### src/rtl/core/lkvc_pkg.sv
// ----------------------------------------------------------------------------
// lkvc_pkg
// Shared types and constants of the LRU key-value cache: request and result
// words, operation codes and the controller command bundle.
// ----------------------------------------------------------------------------
package lkvc_pkg;

  localparam int KEY_BITS    = 32;
  localparam int VALUE_BITS  = 32;
  localparam int CAP_BITS    = 5;
  localparam int CAP_RESET   = 16;
  localparam int DEF_ENTRIES = 16;

  typedef enum logic {
    OP_GET = 1'b0,
    OP_PUT = 1'b1
  } op_e;

  typedef struct packed {
    op_e                           op;
    logic signed [KEY_BITS-1:0]    key;
    logic signed [VALUE_BITS-1:0]  value;
  } req_t;

  typedef struct packed {
    logic                          hit;
    logic signed [VALUE_BITS-1:0]  read_value;
  } res_t;

  // Commands from the controller to the datapath
  typedef struct packed {
    logic load;       // capture a request word
    logic exec;       // compare keys and update entries
    logic cfg_write;  // capacity write handshake
  } ctl_cmd_t;

endpackage

### src/rtl/core/lkvc_ram.sv
// ----------------------------------------------------------------------------
// lkvc_ram
// Generic single-port RAM, one write or read per cycle, registered read data.
// ----------------------------------------------------------------------------
module lkvc_ram #(
  parameter int WIDTH = 32,
  parameter int DEPTH = 16,
  parameter int AW    = (DEPTH > 1) ? $clog2(DEPTH) : 1
) (
  input  logic             clk_i,
  input  logic             we_i,
  input  logic [AW-1:0]    addr_i,
  input  logic [WIDTH-1:0] wdata_i,
  output logic [WIDTH-1:0] rdata_o
);

  logic [WIDTH-1:0] mem_q [DEPTH];
  logic [WIDTH-1:0] rdata_q;

  always_ff @(posedge clk_i) begin
    if (we_i) begin
      mem_q[addr_i] <= wdata_i;
    end
    rdata_q <= mem_q[addr_i];
  end

  assign rdata_o = rdata_q;

endmodule

### src/rtl/core/lkvc_ctrl.sv
// ----------------------------------------------------------------------------
// lkvc_ctrl
// Request sequencer: accept, lookup/update, present result. A new request is
// taken in the cycle the previous result is shown.
// ----------------------------------------------------------------------------
module lkvc_ctrl (
  input  logic               clk_i,
  input  logic               rst_ni,
  input  logic               start,
  output logic               busy,
  input  logic               cfg_valid_i,
  output logic               cfg_ready_o,
  output logic               res_valid_o,
  output lkvc_pkg::ctl_cmd_t cmd_o
);
  import lkvc_pkg::*;

  typedef enum logic [1:0] {
    ST_IDLE,
    ST_LOOKUP,
    ST_RESPOND
  } state_e;

  state_e state_q, state_d;
  logic   busy_q;
  logic   res_valid_q;
  logic   load;

  assign load = start && !busy_q;

  always_comb begin
    state_d = state_q;
    case (state_q)
      ST_IDLE, ST_RESPOND: begin
        state_d = load ? ST_LOOKUP : ST_IDLE;
      end
      ST_LOOKUP: begin
        state_d = ST_RESPOND;
      end
      default: begin
        state_d = ST_IDLE;
      end
    endcase
  end

  always_ff @(posedge clk_i or negedge rst_ni) begin
    if (!rst_ni) begin
      state_q     <= ST_IDLE;
      busy_q      <= 1'b0;
      res_valid_q <= 1'b0;
    end else begin
      state_q     <= state_d;
      busy_q      <= (state_d == ST_LOOKUP);
      res_valid_q <= (state_d == ST_RESPOND);
    end
  end

  assign busy          = busy_q;
  assign cfg_ready_o   = !busy_q;
  assign res_valid_o   = res_valid_q;
  assign cmd_o.load      = load;
  assign cmd_o.exec      = busy_q;
  assign cmd_o.cfg_write = cfg_valid_i && !busy_q;

  // Every lookup produces exactly one result in the following cycle
  a_lookup_then_result: assert property (@(posedge clk_i) disable iff (!rst_ni)
    busy |=> res_valid_o)
    else $error("lookup not followed by result strobe");

  a_result_after_lookup: assert property (@(posedge clk_i) disable iff (!rst_ni)
    $rose(res_valid_o) |-> $past(busy))
    else $error("result strobe without preceding lookup");

endmodule

### src/rtl/core/lkvc_datapath.sv
// ----------------------------------------------------------------------------
// lkvc_datapath
// Entry storage and update logic: per-entry key compare, recency ranks,
// occupancy and capacity, value RAM and result formatting.
// ----------------------------------------------------------------------------
module lkvc_datapath #(
  parameter int ENTRIES = lkvc_pkg::DEF_ENTRIES
) (
  input  logic                             clk_i,
  input  logic                             rst_ni,
  input  lkvc_pkg::ctl_cmd_t               cmd_i,
  input  lkvc_pkg::req_t                   req_i,
  input  logic [lkvc_pkg::CAP_BITS-1:0]    cfg_data_i,
  output lkvc_pkg::res_t                   res_o
);
  import lkvc_pkg::*;

  localparam int IW     = (ENTRIES > 1) ? $clog2(ENTRIES) : 1;
  localparam int OW     = $clog2(ENTRIES + 1);
  localparam int CW     = (OW > CAP_BITS) ? OW : CAP_BITS;
  localparam int CapRst = (CAP_RESET > ENTRIES) ? ENTRIES : CAP_RESET;

  req_t                  item_q;
  logic [ENTRIES-1:0]    valid_q, valid_d;
  logic [KEY_BITS-1:0]   key_q  [ENTRIES];
  logic [IW-1:0]         rank_q [ENTRIES];
  logic [IW-1:0]         rank_d [ENTRIES];
  logic [OW-1:0]         occ_q, occ_d;
  logic [OW-1:0]         cap_q;
  logic                  resp_hit_q;
  logic                  resp_get_q;

  logic [ENTRIES-1:0]    match;
  logic [ENTRIES-1:0]    oldest;
  logic [ENTRIES-1:0]    sel;
  logic [ENTRIES-1:0]    pick;
  logic [IW-1:0]         slot;
  logic [IW-1:0]         slot_rank;
  logic [IW-1:0]         last_rank;
  logic                  hit;
  logic                  has_room;
  logic                  is_put;
  logic [CW-1:0]         cap_in;
  logic [CW-1:0]         cap_max;
  logic [CW-1:0]         cap_live;
  logic [VALUE_BITS-1:0] rdata;

  assign last_rank = IW'(occ_q - 1'b1);
  assign is_put    = (item_q.op == OP_PUT);

  always_comb begin
    for (int i = 0; i < ENTRIES; i++) begin
      match[i]  = valid_q[i] && (key_q[i] == item_q.key);
      oldest[i] = valid_q[i] && (rank_q[i] == last_rank);
    end
  end

  assign hit      = |match;
  assign has_room = (occ_q < cap_q);
  // Target: the hit entry, else the lowest free slot, else the LRU entry
  assign sel      = hit ? match : (has_room ? ~valid_q : oldest);
  assign pick     = sel & (~sel + ENTRIES'(1));

  always_comb begin
    slot      = '0;
    slot_rank = '0;
    for (int i = 0; i < ENTRIES; i++) begin
      if (pick[i]) begin
        slot      = slot | IW'(i);
        slot_rank = slot_rank | rank_q[i];
      end
    end
  end

  always_comb begin
    valid_d = valid_q;
    occ_d   = occ_q;
    for (int i = 0; i < ENTRIES; i++) begin
      rank_d[i] = rank_q[i];
    end
    if (cmd_i.exec) begin
      if (hit) begin
        for (int i = 0; i < ENTRIES; i++) begin
          if (pick[i]) begin
            rank_d[i] = '0;
          end else if (valid_q[i] && (rank_q[i] < slot_rank)) begin
            rank_d[i] = rank_q[i] + 1'b1;
          end
        end
      end else if (is_put) begin
        // Insert as most recent; everyone else ages by one
        for (int i = 0; i < ENTRIES; i++) begin
          if (pick[i]) begin
            rank_d[i] = '0;
          end else if (valid_q[i]) begin
            rank_d[i] = rank_q[i] + 1'b1;
          end
        end
        valid_d = valid_q | pick;
        if (has_room) begin
          occ_d = occ_q + 1'b1;
        end
      end
    end
  end

  // Clamp capacity to 1..ENTRIES at write time
  assign cap_in   = CW'(cfg_data_i);
  assign cap_max  = CW'(ENTRIES);
  assign cap_live = (cap_in == '0) ? CW'(1) : ((cap_in > cap_max) ? cap_max : cap_in);

  always_ff @(posedge clk_i or negedge rst_ni) begin
    if (!rst_ni) begin
      valid_q <= '0;
      occ_q   <= '0;
      cap_q   <= OW'(CapRst);
      for (int i = 0; i < ENTRIES; i++) begin
        rank_q[i] <= '0;
      end
    end else begin
      valid_q <= valid_d;
      occ_q   <= occ_d;
      for (int i = 0; i < ENTRIES; i++) begin
        rank_q[i] <= rank_d[i];
      end
      if (cmd_i.cfg_write && (occ_q == '0)) begin
        cap_q <= OW'(cap_live);
      end
    end
  end

  always_ff @(posedge clk_i) begin
    if (cmd_i.load) begin
      item_q <= req_i;
    end
    if (cmd_i.exec) begin
      resp_hit_q <= hit;
      resp_get_q <= !is_put;
      for (int i = 0; i < ENTRIES; i++) begin
        if (is_put && !hit && pick[i]) begin
          key_q[i] <= item_q.key;
        end
      end
    end
  end

  lkvc_ram #(
    .WIDTH (VALUE_BITS),
    .DEPTH (ENTRIES),
    .AW    (IW)
  ) u_value_ram (
    .clk_i   (clk_i),
    .we_i    (cmd_i.exec && is_put),
    .addr_i  (slot),
    .wdata_i (item_q.value),
    .rdata_o (rdata)
  );

  assign res_o.hit        = resp_hit_q;
  assign res_o.read_value = resp_get_q ? (resp_hit_q ? rdata : '1) : '0;

  a_occ_counts_valid: assert property (@(posedge clk_i) disable iff (!rst_ni)
    $countones(valid_q) == occ_q)
    else $error("occupancy out of step with valid entries");

  a_occ_within_cap: assert property (@(posedge clk_i) disable iff (!rst_ni)
    occ_q <= cap_q)
    else $error("occupancy above capacity");

endmodule

### src/rtl/core/lru_key_value_cache.sv
// ----------------------------------------------------------------------------
// lru_key_value_cache
// Fully associative key-value store with least-recently-used replacement.
// ----------------------------------------------------------------------------
// A request is taken when start is high and busy is low and takes two cycles:
// one in which all stored keys are compared in parallel and the entry, rank
// and value RAM updates happen, and one in which the result is shown for a
// single cycle with res_valid_o high (the value RAM read is registered). The
// next request may be taken in that result cycle, so back-to-back requests
// run at one every two cycles. Results cannot be held off: capture them in the
// cycle res_valid_o is high. A get miss returns all ones, a put returns zero.
// The capacity write takes effect only while the store is empty; zero reads
// as one and values above ENTRIES as ENTRIES. No clearing pass is needed after
// reset.
module lru_key_value_cache #(
  parameter int ENTRIES = lkvc_pkg::DEF_ENTRIES
) (
  input  logic                          clk_i,
  input  logic                          rst_ni,
  input  logic                          start,
  output logic                          busy,
  input  lkvc_pkg::req_t                req_i,
  output logic                          res_valid_o,
  output lkvc_pkg::res_t                res_o,
  input  logic                          cfg_valid_i,
  output logic                          cfg_ready_o,
  input  logic [lkvc_pkg::CAP_BITS-1:0] cfg_data_i
);
  import lkvc_pkg::*;

  ctl_cmd_t cmd;

  lkvc_ctrl u_ctrl (
    .clk_i       (clk_i),
    .rst_ni      (rst_ni),
    .start       (start),
    .busy        (busy),
    .cfg_valid_i (cfg_valid_i),
    .cfg_ready_o (cfg_ready_o),
    .res_valid_o (res_valid_o),
    .cmd_o       (cmd)
  );

  lkvc_datapath #(
    .ENTRIES (ENTRIES)
  ) u_datapath (
    .clk_i      (clk_i),
    .rst_ni     (rst_ni),
    .cmd_i      (cmd),
    .req_i      (req_i),
    .cfg_data_i (cfg_data_i),
    .res_o      (res_o)
  );

endmodule
### config.mk
export PLATFORM = sky130hd
export DESIGN_NAME = lru_key_value_cache
export DESIGN_NICKNAME = d
export VERILOG_FILES = /design/src/rtl/core/lkvc_pkg.sv /design/src/rtl/core/lkvc_ram.sv /design/src/rtl/core/lkvc_ctrl.sv /design/src/rtl/core/lkvc_datapath.sv /design/src/rtl/core/lru_key_value_cache.sv
export SDC_FILE = /design/constraint.sdc
export NUM_CORES = 2
export LEC_CHECK = 0
export ABC_AREA = 0
export BUFFER_PORTS_ARGS = -buffer_cell sky130_fd_sc_hd__buf_2
export CORE_ASPECT_RATIO = 0.5
export CORE_UTILIZATION = 45
export CTS_CLUSTER_SIZE = 28
export DETAILED_ROUTE_END_ITERATION = 8
export HOLD_SLACK_MARGIN = 0.03
export PLACE_DENSITY = 0.61
export SLEW_MARGIN = 20
export SYNTH_ARGS = -nofsm -noshare
export SYNTH_HDL_FRONTEND = slang
export SYNTH_SLANG_ARGS = --single-unit
### constraint.sdc
create_clock -name clk_i -period 9.7 [get_ports clk_i]
set_input_delay 0.485 -clock clk_i [delete_from_list [all_inputs] [get_ports clk_i]]
set_output_delay 0.485 -clock clk_i [all_outputs]
set_load 0.02 [all_outputs]
* Yosys cells after proc, flatten, opt, wreduce, memory -nomap -nowiden
Memories as Yosys holds them, arrays and structs flattened. A register that Yosys moved wholly into a read port is not among the register bits.
Index checks and enable logic that the tools add are counted.
** Word-level totals
- Register bits after elaboration :: 161
- Memory bits (writable) :: 1024
- Memories kept :: 2
** Memories
- u_datapath.key_q :: depth 16, width 32, read ports 16, clocked after Yosys merged registers in 0, write ports 1, RTL line lkvc_datapath.sv:25 : logic [KEY_BITS-1:0] key_q [ENTRIES];
- u_datapath.u_value_ram.mem_q :: depth 16, width 32, read ports 1, clocked after Yosys merged registers in 1, write ports 1, RTL line lkvc_ram.sv:17 : logic [WIDTH-1:0] mem_q [DEPTH];
** Cells by class
- Add/subtract/negate cells :: 19
- Order comparisons :: 18
- Eq/ne operators :: 52
- Mux-type cells :: 200
- Bitwise operators :: 20
- Reduce and logical (&&, ||, !) cells :: 127
** Operators by type and width (count)
- two-way mux 32 bit :: 17
- == test 32 bit :: 16
- OR reduction 32 bit :: 15
- two-way mux 4 bit :: 103
- two-way mux 64 bit :: 2
- logical AND 1 bit :: 69
- AND reduction 4 bit :: 17
- two-way mux 1 bit :: 67
- adder 4 x 1 -> 4 bit, second input constant :: 16
- == test 4 bit :: 16
- less-than comparator 4 bit :: 16
- bitwise OR 4 bit :: 15
- inequality test 3 x 2 -> 1 bit, second input constant :: 16
- nonzero test 3 bit :: 16
- two-way mux 16 bit :: 2
- NOT 16 bit :: 2
- adder 16 x 1 -> 16 bit, second input constant :: 1
- bitwise AND 16 bit :: 1
- bitwise OR 16 bit :: 1
- OR reduction 16 bit :: 1
- two-way mux 3 bit :: 4
- logical NOT 5 bit :: 2
- two-way mux 5 bit :: 2
- adder 5 x 1 -> 5 bit, second input constant :: 1
- 13 further kinds :: 18

* Logic depth before layout (Yosys ltp)
- Depth after elaboration :: 44
- Gate-level depth with buffers :: 32
- Mapped depth without buffers :: 25

* Cells and area by module
Synthesis repeated with hierarchy kept, for this count alone.
** Second synthesis, totals
- Cells, all modules :: 3489
- Area, all modules :: 53627.7 um2
** By module, submodules not included
- lkvc_datapath :: instances 1, cells each 2638, area each 33637.3 um2, seq. area each 19640.1 um2
- lkvc_ram :: instances 1, cells each 840, area each 19862.8 um2, seq. area each 16015.4 um2
- lkvc_ctrl :: instances 1, cells each 11, area each 127.6 um2, seq. area each 75.1 um2

* Worst setup path after synthesis
No wires, ideal clock.
- Path type :: register to register
- Start point :: reg u_datapath.occ_q[0]
- End point :: mem u_datapath.key_q[10][0], in the netlist u_datapath.key_q[1][64] (enable)
- Setup time :: 504 ps
- Data arrival time :: 6387 ps
- Data required time :: 9196 ps
- Slack :: 2809 ps
- Cell stages (with the launch flop) :: 17
- Path buffers :: 6
- Period minus slack after synthesis :: 6891 ps
- Cell sequence :: dfrtp_1 > buf_2 > buf_2 > inv_1 > ha_1 > clkbuf_1 > buf_2 > xor2_1 > nand3_1 > nor3_1 > mux2i_1 > nand2_1 > nor4_4 > o21ai_2 > buf_6 > buf_6 > nor4_1
** Between the ends
- Word-level cells in the longest chain between the ends :: 28
- Elaborated cells between the ends (all ways) :: 148
- Those cells by class :: 2 x add/sub; 1 x order compare; 16 x eq/ne; 80 x mux; 2 x bitwise; 47 x reduce/logical
** Ends and longest elaborated chain
- start, declared :: RTL line lkvc_datapath.sv:28 : logic [OW-1:0] occ_q, occ_d;
- start signal, assigned :: RTL line lkvc_datapath.sv:115 : occ_q <= '0;
- start signal, assigned :: RTL line lkvc_datapath.sv:122 : occ_q <= occ_d;
- subtractor 4 x 1 -> 4 bit * :: RTL line lkvc_datapath.sv:48 : assign last_rank = IW'(occ_q - 1'b1);
- named net u_datapath.last_rank[0] :: RTL line lkvc_datapath.sv:39 : logic [IW-1:0] last_rank;
- == test 4 bit :: RTL line lkvc_datapath.sv:54 : oldest[i] = valid_q[i] && (rank_q[i] == last_rank);
- logical AND 1 bit :: RTL line lkvc_datapath.sv:54
- two-way mux 16 bit * (2 in series) :: RTL line lkvc_datapath.sv:61 : assign sel = hit ? match : (has_room ? ~valid_q : oldest);
- NOT 16 bit :: RTL line lkvc_datapath.sv:62 : assign pick = sel & (~sel + ENTRIES'(1));
- adder 16 x 1 -> 16 bit :: RTL line lkvc_datapath.sv:62
- bitwise AND 16 bit * :: RTL line lkvc_datapath.sv:62
- logical AND 1 bit :: RTL line lkvc_datapath.sv:140 : if (is_put && !hit && pick[i]) begin
- two-way mux 1 bit :: RTL line lkvc_datapath.sv:140
- two-way mux 1 bit :: RTL line lkvc_datapath.sv:136 : if (cmd_i.exec) begin
- two-way mux 1 bit (not written as such) :: RTL line lkvc_datapath.sv:141 : key_q[i] <= item_q.key;
- OR reduction 32 bit (no line)
- two-way mux 4 bit (no line) / two-way mux 1 bit (equally long branches) (15 in series)
- end, declared :: RTL line lkvc_datapath.sv:25
Mark *: on every way through the listed nets, which the timed path passes. The rest lies on a longest branch.

* Worst setup path after layout
- Start point :: reg u_datapath.item_q[51] (netlist bit)
- End point :: reg u_datapath.rank_q[6] (netlist bit)
** Between the ends
- Word-level cells in the longest chain between the ends :: 42
- Elaborated cells between the ends (all ways) :: 78
- Those cells by class :: 1 x add/sub; 1 x order compare; 17 x eq/ne; 21 x mux; 17 x bitwise; 21 x reduce/logical
** Ends and longest elaborated chain
- start, declared :: RTL line lkvc_datapath.sv:23 : req_t item_q;
- start signal, assigned :: RTL line lkvc_datapath.sv:134 : item_q <= req_i;
- == test 32 bit :: RTL line lkvc_datapath.sv:53 : match[i] = valid_q[i] && (key_q[i] == item_q.key);
- logical AND 1 bit :: RTL line lkvc_datapath.sv:53
- OR reduction 16 bit :: RTL line lkvc_datapath.sv:58 : assign hit = |match;
- two-way mux 16 bit :: RTL line lkvc_datapath.sv:61
- NOT 16 bit :: RTL line lkvc_datapath.sv:62
- adder 16 x 1 -> 16 bit :: RTL line lkvc_datapath.sv:62
- bitwise AND 16 bit :: RTL line lkvc_datapath.sv:62
- two-way mux 4 bit :: RTL line lkvc_datapath.sv:68 : if (pick[i]) begin
- [26 not listed]
- bitwise OR 4 bit :: RTL line lkvc_datapath.sv:70 : slot_rank = slot_rank | rank_q[i];
- two-way mux 4 bit :: RTL line lkvc_datapath.sv:68
- bitwise OR 4 bit :: RTL line lkvc_datapath.sv:70
- two-way mux 4 bit :: RTL line lkvc_datapath.sv:68
- less-than comparator 4 bit :: RTL line lkvc_datapath.sv:86 : end else if (valid_q[i] && (rank_q[i] < slot_rank)) begin
- logical AND 1 bit :: RTL line lkvc_datapath.sv:86
- inequality test 3 x 2 -> 1 bit (no line)
- AND reduction 4 bit (no line)
- end signal, assigned by index :: RTL line lkvc_datapath.sv:124 : rank_q[i] <= rank_d[i];
- end, declared :: RTL line lkvc_datapath.sv:26 : logic [IW-1:0] rank_q [ENTRIES];
Several ways; a longest one is shown, not always the timed one. The select of a mux whose other input is x is not followed.
A chain may end at the register's enable or synchronous reset.

==> reports/qor.txt <==
Relative slew slack: 28.3%
Initial antenna violation count: 5
Fin. max-slew vios: 0
Global route total overflow: 0
RSZ-0062 raised after global routing: no
TritonCTS clock tree: built
CP max-delay cell: edfxtp_1
WL final: 147000 microns
Fin crit share: 80.7%
# Post-CTS Setup Buffers: 0
Leak pwr: 21.3 nW
Post-route ant nets: 0
Post-synth net total: 3909
Routed via count: 33126
Critical path's largest stage delay: 930 ps
Clk slew on worst S/H paths: 70 ps
Setup violators final: 0
Vias in the first global route: 32144
Die width: 494 microns
Min-delay worst type: in2async
Total Power: 0.0191 W
Critical path arrival: 8460 ps
Gr usage total: 23.8%
Finished layout cell area: 61500 sq um
TritonRoute pass-1 iters: 8
Wire per inst: 25.8 microns
Ys Warns: 0
Post-synth EDFFs: 1091
Setup crit end kind: flip-flop
Cts hold-fix bufs: 71
Max-Cap Viols: 0
DIE AREA: 123000 sq um
Clock Sinks: 1216
Power per Cell Area: 311 nW/um^2
Pin count of the biggest net entering global routing: 165
Ant. Diodes: 0
Clock skew: 27.6 ps
CP dominant cell by count: buf_4
Fraction of layout cells with a size suffix above 1: 15.3%
Global-route wire length before repair: 215000 microns
Top-area cell type share of the netlist area: 60.0%
Placement row count: 89
Leading cell type in the layout, fill and taps excluded: edfxtp_1
Synth area leaders: edfxtp_1 (60%), xor2_1 (5.6%), dfrtp_1 (4.2%), xnor2_1 (3.6%), mux2i_1 (2.5%)
Slew of the pin with the lowest slew margin: 1070 ps
Peak supply drop: 0.00121 V
Via-to-Cell Ratio: 5.82
Final setup TNS: 0 ps
Main synth FF type: edfxtp_1
Hold violation total from the final report: 0
CTS Root Cell: clkbuf_16
Seq cells post-synth: 1216
IO Port Bufs: 109
I/O Pins: 110
# fillers: 9738
Fmax achieved: 128 MHz
Die Ht: 248 microns
Synth cell types: 108
Core outline area: 119000 sq um
Layout Nets: 4155
Reg2reg path depth: 24
Mapped Area: 54600 sq um
Dominant cell type by area after synthesis: edfxtp_1
Register area share after synthesis: 65.5%
Tmin final: 7820 ps
Residual DRC count: 0
Area Growth Syn to Fin: 12.6%
Deepest clock path buffer count: 3
Synthesized instance count: 3765
Initial DRC count: 3655
Worst-path fanout max: 20
Status: complete, no violations
Num CTS Buffers: 108
CP required: 10330 ps
Worst path cell trace: buf_4, buf_4, xor2_1, nor4_1, nand3_1, or4_1, nand3_1, or4_4, nor4_4, o21ai_2, buf_4, nor3b_2, inv_1, o21ai_0, a221oi_1, and3_1, ha_1, o21ai_0, nand2b_1, a211oi_1, o21a_1, a41oi_1, or3_1, a21boi_1
Post-CTS sizing: 0
GPL Wtd Cong: 0.909
Initial Util: 45.8%
Layout Utilization: 51.6%
Most frequent cells in the layout: edfxtp_1 (1091), xor2_1 (352), xnor2_1 (225)
H-Tree Depth: 3
DP Area: 57200 sq um
Placed wire-length estimate: 90400 microns
WS Path Type: reg2reg
Async set-or-reset flop fraction in the synthesized netlist: 7.65%
Critical Path Source Type: flip-flop
Clk_lat worst skew: 720 ps
Syn Area/Cell: 14.5 sq um
-- worst max-delay path, delay by kind of cell (launching register included) --
family / cells / cell delay, ps
buffers and inverters: 4 / 1110
adders and majority gates: 1 / 440
DFF: 1 / 930
AOI/OAI and AO/OA: 8 / 1500
and+or+nand+nor: 10 / 3520
xor gates and xnor gates: 1 / 210
-- kinds of logic after synthesis --
| family | Yosys count | synth area share [%] |
|---|---|---|
| compound gates | 523 | 6.53 |
| xor+xnor | 591 | 9.78 |
| fa+ha+maj | 70 | 1.61 |
| buf+inv | 292 | 3.20 |
| flops | 1216 | 65.5 |
| mux | 250 | 4.85 |
| simple gates | 823 | 8.55 |
-- metal layers --
| metal | wire (microns) | up-vias | track usage, % |
|---|---|---|---|
| met5 | 0 | - | 0 |
| met4 | 3120 | 0 | 5.86 |
| met3 | 10100 | 205 | 3.95 |
| met2 | 66800 | 1303 | 37.4 |
| met1 | 66800 | 16830 | 34.5 |
| li1 | - | 14788 | - |
-- area by class of cell --
cell class,instances,area (sq um),share of cell area (%)
sequential,1216,35700,58.1
multi-input combinational,2257,17400,28.2
clock buffer,145,3020,4.91
clock inverter,55,523,0.851
inverter,117,439,0.715
tap,1592,1990,3.24
timing repair buffer,311,2410,3.92
-- Yosys cell counts (all sizes together), types with 17 or more instances --
cell	number
edfxtp	1091
xor2	356
xnor2	226
nand2	167
nor4	158
o21ai	153
mux2i	138
buf	119
inv	117
mux2	112
nand4	104
dfrtp	92
nor2	81
nor3	79
a21oi	75
ha	70
clkbuf	56
nand3	55
o211ai	44
a211oi	41
a21boi	37
o22ai	37
dfxtp	32
nand2b	30
nor4b	21
o31ai	21
or2	19
or4	18
nand4b	17
-- sequential cells by signal, indices dropped and copies added, names as in the netlist --
name                            count
u_ctrl.busy                         1
u_ctrl.res_valid_o                  1
u_ctrl.state_q                      1
u_datapath.cap_q                    5
u_datapath.is_put                   1
u_datapath.item_q                  64
u_datapath.key_q                  512
u_datapath.occ_q                    5
u_datapath.rank_q                  64
u_datapath.resp_get_q               1
u_datapath.resp_hit_q               1
u_datapath.u_value_ram.mem_q      512
u_datapath.u_value_ram.rdata_o     32
u_datapath.valid_q                 16
-- path summary, 6_finish.rpt --
kind	endpoint	start	slack, ps
worst max-delay path	u_datapath.rank_q[6]	u_datapath.item_q[51]	1880
worst min-delay path	u_datapath.rank_q[52]	rst_ni	270
worst max register to register	u_datapath.rank_q[6]	u_datapath.item_q[51]	1880
worst min register to register	u_ctrl.res_valid_o	u_ctrl.res_valid_o	430
max in group asynchronous	u_datapath.valid_q[3]	rst_ni	8110
min in group clk_i	u_datapath.cap_q[1]	cfg_valid_i	280
-- report_power, final --
part	switching (W)	internal, W
clock	0.00194	0.00242
sequential	0.000354	0.00625
combinational	0.00498	0.00319
-- per-stage QoR --
step | hold WS (ps) | std cells | worst slack, ps
final | 275 | 5693 | 1880
after floorplan | 189 | 3765 | 2810
after global placement | 408 | 5418 | 1970
after detailed placement | 413 | 5420 | 1840
after global routing | 292 | 5693 | 1410
after CTS | 228 | 5691 | 1770
Note: power is estimated with default switching activity, not from simulation.
